===== src/hdl/assert_macros.svh =====
// ----------------------------------------------------------------------------
// assert_macros.svh
// assertion shorthands shared by the text console writer
// ----------------------------------------------------------------------------
`ifndef ASSERT_MACROS_SVH
`define ASSERT_MACROS_SVH

// same-cycle implication, checked on the rising clock edge outside reset
`define TCW_ASSERT_NOW(lbl, pre, post, msg) \
   lbl: assert property (@(posedge clock) disable iff (reset) (pre) |-> (post)) \
      else $error(msg);

// next-cycle implication, checked on the rising clock edge outside reset
`define TCW_ASSERT_NEXT(lbl, pre, post, msg) \
   lbl: assert property (@(posedge clock) disable iff (reset) (pre) |=> (post)) \
      else $error(msg);

`endif


===== src/hdl/tcw_pkg.sv =====
// ----------------------------------------------------------------------------
// tcw_pkg
// screen geometry, field widths, codes and shared types of the text console
// ----------------------------------------------------------------------------
package tcw_pkg;

   // screen geometry
   localparam int COLUMNS    = 80;
   localparam int ROWS       = 25;
   localparam int CELL_COUNT = ROWS * COLUMNS;
   localparam int CELL_W     = $clog2(CELL_COUNT);
   localparam int ROW_W      = $clog2(ROWS);
   localparam int COL_W      = $clog2(COLUMNS);

   // request and response field widths
   localparam int CHAR_W  = 8;
   localparam int COLOR_W = 8;
   localparam int INDEX_W = 11;
   localparam int POS_W   = 11;
   localparam int CELL_VW = COLOR_W + CHAR_W;

   // commands
   localparam logic CMD_PUT  = 1'b0;
   localparam logic CMD_READ = 1'b1;

   // character and color codes
   localparam logic [CHAR_W-1:0]  NEWLINE_CODE = 8'd10;
   localparam logic [CHAR_W-1:0]  BLANK_CODE   = 8'h20;
   localparam logic [COLOR_W-1:0] RESET_COLOR  = 8'h07;

   typedef enum logic [1:0] {
      ST_CLEAR,
      ST_IDLE,
      ST_READ,
      ST_FILL
   } tcw_state_type;

   // put step handed to the cursor tracker
   typedef struct packed {
      logic put;
      logic newline;
   } tcw_step_type;

   // cursor tracker status
   typedef struct packed {
      logic [CELL_W-1:0] lin;
      logic [CELL_W-1:0] next_lin;
      logic [CELL_W-1:0] put_addr;
      logic [CELL_W-1:0] top_base;
      logic              scroll;
   } tcw_cursor_type;

   // logical linear cell to physical ram address, rows rotate by top_base
   function automatic logic [CELL_W-1:0] tcw_phys_addr(input logic [CELL_W-1:0] lin,
                                                      input logic [CELL_W-1:0] base);
      logic [CELL_W:0] sum;
      sum = {1'b0, lin} + {1'b0, base};
      if (sum >= (CELL_W+1)'(CELL_COUNT)) begin
         sum = sum - (CELL_W+1)'(CELL_COUNT);
      end
      return sum[CELL_W-1:0];
   endfunction

endpackage


===== src/hdl/tcw_cursor.sv =====
// ----------------------------------------------------------------------------
// tcw_cursor
// cursor row, column and linear position plus the rotating top-row base
// ----------------------------------------------------------------------------
module tcw_cursor import tcw_pkg::*; (
   input  logic           clock,
   input  logic           reset,
   input  tcw_step_type   step,
   output tcw_cursor_type status
);

   logic [ROW_W-1:0]  row_ff, row_in;
   logic [COL_W-1:0]  col_ff, col_in;
   logic [CELL_W-1:0] lin_ff, lin_in;
   logic [CELL_W-1:0] base_ff, base_in;
   logic [CELL_W:0]   base_sum;
   logic              wrap;
   logic              scroll;

   always_comb begin
      wrap     = step.newline || (col_ff == COL_W'(COLUMNS - 1));
      scroll   = wrap && (row_ff == ROW_W'(ROWS - 1));
      base_sum = {1'b0, base_ff} + (CELL_W+1)'(COLUMNS);
      if (base_sum >= (CELL_W+1)'(CELL_COUNT)) begin
         base_sum = base_sum - (CELL_W+1)'(CELL_COUNT);
      end

      row_in  = row_ff;
      col_in  = col_ff;
      lin_in  = lin_ff;
      base_in = base_ff;
      priority if (scroll) begin
         // stay on the last row, the top row rotates to the bottom
         col_in  = '0;
         lin_in  = CELL_W'((ROWS - 1) * COLUMNS);
         base_in = base_sum[CELL_W-1:0];
      end else if (wrap) begin
         col_in = '0;
         row_in = row_ff + ROW_W'(1);
         lin_in = lin_ff - CELL_W'(col_ff) + CELL_W'(COLUMNS);
      end else begin
         col_in = col_ff + COL_W'(1);
         lin_in = lin_ff + CELL_W'(1);
      end
   end

   always_ff @(posedge clock) begin
      if (reset) begin
         row_ff  <= '0;
         col_ff  <= '0;
         lin_ff  <= '0;
         base_ff <= '0;
      end else if (step.put) begin
         row_ff  <= row_in;
         col_ff  <= col_in;
         lin_ff  <= lin_in;
         base_ff <= base_in;
      end
   end

   assign status.lin      = lin_ff;
   assign status.next_lin = lin_in;
   assign status.put_addr = tcw_phys_addr(lin_ff, base_ff);
   assign status.top_base = base_ff;
   assign status.scroll   = scroll;

endmodule

===== config.mk =====
export PLATFORM = sky130hd
export DESIGN_NAME = tcw_cursor
export DESIGN_NICKNAME = d
export VERILOG_FILES = /design/src/hdl/assert_macros.svh /design/src/hdl/tcw_pkg.sv /design/src/hdl/tcw_cursor.sv
export SDC_FILE = /design/constraint.sdc
export NUM_CORES = 1
export LEC_CHECK = 0
export ABC_CLOCK_PERIOD_IN_PS = 3100
export BUFFER_PORTS_ARGS = -buffer_cell sky130_fd_sc_hd__buf_2
export CORE_ASPECT_RATIO = 0.6
export CORE_MARGIN = 2
export CORE_UTILIZATION = 52
export CTS_CLUSTER_DIAMETER = 100
export DETAILED_ROUTE_END_ITERATION = 10
export PLACE_DENSITY_LB_ADDON = 0.25
export SKIP_LAST_GASP = 1
export SLEW_MARGIN = 10
export SYNTH_ARGS = -nofsm -noshare
export SYNTH_HDL_FRONTEND = slang
export SYNTH_SLANG_ARGS = --single-unit

===== constraint.sdc =====
create_clock -name clock -period 3.1 [get_ports clock]
set_clock_uncertainty 0.05 [all_clocks]
set_input_delay 0.62 -clock clock [delete_from_list [all_inputs] [get_ports clock]]
set_output_delay 0.62 -clock clock [all_outputs]
set_load 0.01 [all_outputs]

# After elaboration in Yosys (flattened, before gate mapping)
# Cells that the tools add are included.
totals:
  out_inout_bits: 45
  ram_bits: 0
  n_memories: 0
  regBits: 34
  wordCells: 28
  mem_bits_ro: 0
  latchBits: 0
op_classes:
  mux: 6
  n_lt_le_gt_ge: 2
  n_bitwise: 1
  n_mul: 0
  n_reduce_logical: 4
  n_addsub: 9
  n_div: 0
  n_eq_ne: 2
  shift: 0
ops:
  columns: ["op", "count"]
  rows:
  - ["11-bit two-way mux", 4]
  - ["12-bit by 11-bit >= comparator with 1-bit output (second input constant)", 2]
  - ["11-bit subtractor (second input constant)", 2]
  - ["7-bit two-way mux", 2]
  - ["11-bit by 11-bit adder with 12-bit output", 1]
  - ["11-bit by 7-bit adder with 12-bit output (second input constant)", 1]
  - ["11-bit by 1-bit adder with 11-bit output (second input constant)", 1]
  - ["11-bit by 7-bit adder with 11-bit output (second input constant)", 1]
  - ["11-bit by 7-bit subtractor with 11-bit output", 1]
  - ["7-bit by 1-bit adder with 7-bit output (second input constant)", 1]
  - ["7-bit == test (second input constant)", 1]
  - ["5-bit by 1-bit adder with 5-bit output (second input constant)", 1]
  - ["5-bit == test (second input constant)", 1]
  - ["3-bit AND reduction", 1]
  - ["2-bit AND reduction", 1]
  - ["1-bit logical AND", 1]
  - ["1-bit logical OR", 1]
  - ["1-bit NOT", 1]

# Longest topological paths before layout
depth:
  ltp_word: 5
  ltp_mapped: 12
  ltp_nobuf: 12

# Worst setup path before layout
# No wires, ideal clock.
synth_path:
  path_type: "register to output"
  start: "reg base_ff[4]"
  end: "out status[21] (netlist name)"
  arrival_ns: 2.796
  setup_slack_ns: -0.366
  n_path_buf: 0
  path_stages_with_launch: 11
  path_cell_list: "dfxtp_1 > ha_1 > fa_1 > inv_1 > ha_1 > or4bb_1 > a21o_2 > a31oi_1 > and4b_4 > o211ai_2 > xnor2_1"
synth_rtl:
  columns: ["item", "line", "text"]
  rows:
  - ["start, declared", "tcw_cursor.sv:15", "logic [CELL_W-1:0] base_ff, base_in;"]
  - ["start signal, assigned", "tcw_cursor.sv:57", "base_ff <= base_in;"]
  - ["end, declared", "tcw_cursor.sv:9", "output tcw_cursor_type status"]

==> results.sh <==
export IMPL_status="complete, but fails checks"
export IMPL_violations="setup timing"
export IMPL_antenna_violating_nets_post_route=0
export IMPL_drt_drc_violations_left=0
export IMPL_setup_viol=9
export IMPL_wire_length_of_the_first_global_routing_pass_mm=14.1
export IMPL_floorplan_rows=21
export IMPL_mappedNetlistArea_sq_mm=0.00299
export IMPL_drv_slew=0
export IMPL_worst_endpoint_arrival_ns=2.95
export IMPL_initial_utilization_pct=53.6
export IMPL_async_reset_ff_share_pct=0
export IMPL_finalWorstSetupSlack_ns=-0.521
export IMPL_timing_setup_critical_path_class="flop to output pin"
export IMPL_dieArea_sq_mm=0.00639
export IMPL_ys_ff_latch=30
export IMPL_power_leakage_nw=1.84
export IMPL_grt_met1_usage_pct=42.7
export IMPL_layout_min_cycle_time_ns=3.62
export IMPL_synth_area_per_cell_sq_um=7.80
export IMPL_global_route_usage_total_pct=28.2
export IMPL_critical_path_startpoint="base_ff[4]"
export IMPL_worstPathRequired_ns=2.43
export IMPL_grt_busiest_layer="met1"
export IMPL_die_span_in_x_microns=102
export IMPL_buffer_ports_inserted=44
export IMPL_syn_inst=383
export IMPL_post_synth_top_area_cell="dfxtp_1"
export IMPL_rsz0062_at_grt="true"
export IMPL_reg2reg_setup_slack_ns=0.52
export IMPL_antenna_found_initial=0
export IMPL_area_growth_syn_to_layout_pct=33.0
export IMPL_post_drt_wl_per_cell_microns=16.0
export IMPL_initialDrtViolationCount=151
export IMPL_power_mw=1.35
export IMPL_cts_num_sinks=30
export IMPL_synth_largest_type_area_fraction_pct=20.1
export IMPL_diodes=0
export IMPL_worstSkewPairLatency_ns=0.29
export IMPL_critical_path_depth=11
export IMPL_critical_path_peak_fanout=5
export IMPL_final_core_utilization_pct=71.3
export IMPL_max_clock_freq_ghz=0.276
export IMPL_hold_path_class="flop to flop"
export IMPL_worst_ir_drop_vdd_uv=198
export IMPL_hold_violations=0
export IMPL_yosysWarnings=0
export IMPL_grt_pass1_vias=2888
export IMPL_top_level_ports=49
export IMPL_grt_util_met3_pct=7.72
export IMPL_overflow=0
export IMPL_tritoncts="built"
export IMPL_dominantRegCellSynth="dfxtp_1"
export IMPL_gp_routability_congestion=0.917
export IMPL_hpwl_mm=6.47
export IMPL_clk_path_buf_depth=2
export IMPL_number_of_buffer_and_inverter_instances_along_the_worst_setup_path=2
export IMPL_setup_worst_path_start_class="flop"
export IMPL_synth_yosys_seq_area_share_pct=20.1
export IMPL_drt_vias_per_instance=5.57
export IMPL_worstReg2RegEnd="base_ff[7]"
export IMPL_design_final_nets=513
export IMPL_cts_root_buf="clkbuf_8"
export IMPL_regToRegStartpoint="base_ff[4]"
export IMPL_max_slew_worst_pin_slew_ns=0.683
export IMPL_slew_limit_headroom_pct=54.2
export IMPL_grt_start_max_net_pins=23
export IMPL_critical_path_max_stage_delay_ns=0.43
export IMPL_timing_critical_path_slowest_stage_cell="fa_2"
export IMPL_drtPass1Iterations=4
export IMPL_die_h_microns=62.7
export IMPL_worst_r2r_cell_count=9
export IMPL_clock_tree_htree_level_count=2
export IMPL_powerDensity_mw_per_mm2=341
export IMPL_crit_path_end="status[21]"
export IMPL_top_cell_family_by_delay_on_the_critical_path="adder cells"
export IMPL_gr_usage_met2_pct=39.6
export IMPL_synth_edff_count=0
export IMPL_endpoint_kind="output pin"
export IMPL_coreArea_sq_mm=0.00557
export IMPL_layout_filler_cells=440
export IMPL_layout_drive_gt1_share_pct=36.6
export IMPL_clk_pin_slew_worst_paths_ns=0.07
export IMPL_maxCapViolations=0
export IMPL_vias=3080
export IMPL_crit_path_cell_trace="ha_4 > fa_2 > inv_2 > ha_1 > or4bb_1 > a21o_2 > a31oi_1 > and4b_4 > o211ai_2 > xnor2_2 > buf_2"
export IMPL_synth_area_leaders="dfxtp_1 20%, ha_1 15%, xnor2_1 5.6%, nor2_1 5.0%, nand2_1 4.3%"
export IMPL_ys_types=66
export IMPL_post_route_period_util_pct=117
export IMPL_drt_total_wl_mm=8.84
export IMPL_cts_inserted_buffers=5
[worst reg2reg max path: stages, from the launching register on]
cell and delay, ns:
dfxtp_4 0.36, buf_4 0.13, buf_4 0.16, ha_1 0.26
nor2_1 0.15, o21ai_1 0.12, a221o_1 0.37, a21oi_1 0.27
mux2i_1 0.26, mux2_2 0.35
[flip-flops by register name, indices dropped and copies added, names as in the netlist]
| register | count |
|---|---|
| row_ff | 5 |
| col_ff | 7 |
| lin_ff | 11 |
| base_ff | 7 |
[repair_timing]
action,in CTS,in global routing
setup buffers,9,10
pin swaps,25,22
hold buffers,0,0
endpoints found under the setup margin,13,14
gates resized for setup,38,19
[layout by cell type (no fill, tap or decap), types with 5 or more instances in the layout]
master	n
buf_6	7
a21o_1	8
ha_1	26
buf_2	44
nor2_1	37
clkbuf_8	6
o21ai_0	9
a21oi_1	14
inv_2	8
buf_4	46
and2_1	5
dfxtp_1	22
nor3_1	6
nand2_1	33
nand4_1	7
a21oi_2	5
dfxtp_2	6
nor2b_1	5
nand3_1	10
ha_4	8
mux2i_1	5
o21a_1	5
xnor2_1	16
xor2_1	12
a31oi_1	5
inv_1	25
[power breakdown]
group          switching (mW)  leakage (nW)  total [mW]  internal [mW]
Combinational           0.311          1.54       0.594          0.283
Sequential             0.0151         0.248       0.418          0.403
Clock                   0.164        0.0472       0.343          0.178
Total                   0.490          1.84        1.35          0.864
[stage by stage]
stage	hold slack (ns)	cells	area, sq um	worst slack, ns	TNS (ns)
finish	0.476	553	3970	-0.521	-2.91
global route	0.479	553	3970	-0.654	-4.23
CTS	0.496	546	3840	-0.506	-2.98
detailed placement	0.479	529	3540	-0.213	-1.14
global placement	0.464	529	3540	-0.129	-0.600
floorplan	0.437	386	3050	-0.0599	-0.232
[layer usage]
layer	share of wire [%]	vias to the layer above
met1	48	1457
li1	-	1519
met2	43	98
met3	7.8	6
met4	0.59	0
met5	0	-
[cell families (layout without fill, tap and decap cells)]
group,Yosys count,after routing,share of synthesized area (%)
xor gates and xnor gates,31,31,9.09
adders and majority gates,37,37,16.0
AOI/OAI and AO/OA,89,89,20.6
DFF,30,30,20.1
muxes,7,7,2.43
other,1,4,0.126
buffers and inverters,52,139,7.88
and+or+nand+nor,136,136,23.8
[how the worst min path moves through the flow]
stage | from | endpoint | slack (ns) | cells past startpoint
6_report | col_ff[6] | col_ff[6] | 0.48 | 2
5_1_grt | col_ff[6] | col_ff[6] | 0.48 | 2
4_1_cts | row_ff[4] | row_ff[4] | 0.50 | 2
3_5_place_dp | row_ff[4] | row_ff[4] | 0.48 | 2
3_3_place_gp | row_ff[4] | row_ff[4] | 0.46 | 2
2_1_floorplan | col_ff[6] | col_ff[6] | 0.44 | 2
[synth_stat cells (all sizes together) (2+ instances only)]
cell type / count
nor2: 40
ha: 35
nand2: 34
inv: 33
dfxtp: 30
a21oi: 19
xnor2: 19
o21ai: 16
buf: 13
xor2: 12
nand3: 10
a21o: 9
nand4: 7
nor3: 7
nor2b: 6
a211oi: 5
a31oi: 5
and2: 5
clkbuf: 5
mux2i: 5
o21a: 5
and3: 4
o211ai: 4
or3: 4
a21boi: 3
a311oi: 3
a31o: 3
and4b: 3
o32ai: 3
or2: 3
and3b: 2
fa: 2
mux2: 2
nand2b: 2
nand3b: 2
o211a: 2
o22ai: 2
[cell type report]
cell class / instances / area [sq um] / share of cell area (%)
repair buffers: 97 / 644 / 16.2
clock inverters: 2 / 12.5 / 0.315
inverters: 34 / 128 / 3.21
multi-input cells: 304 / 2390 / 60.1
well taps: 80 / 100 / 2.52
clock buffers: 6 / 82.6 / 2.08
flip-flops and latches: 30 / 616 / 15.5
Note: power is estimated with default switching activity, not from simulation.
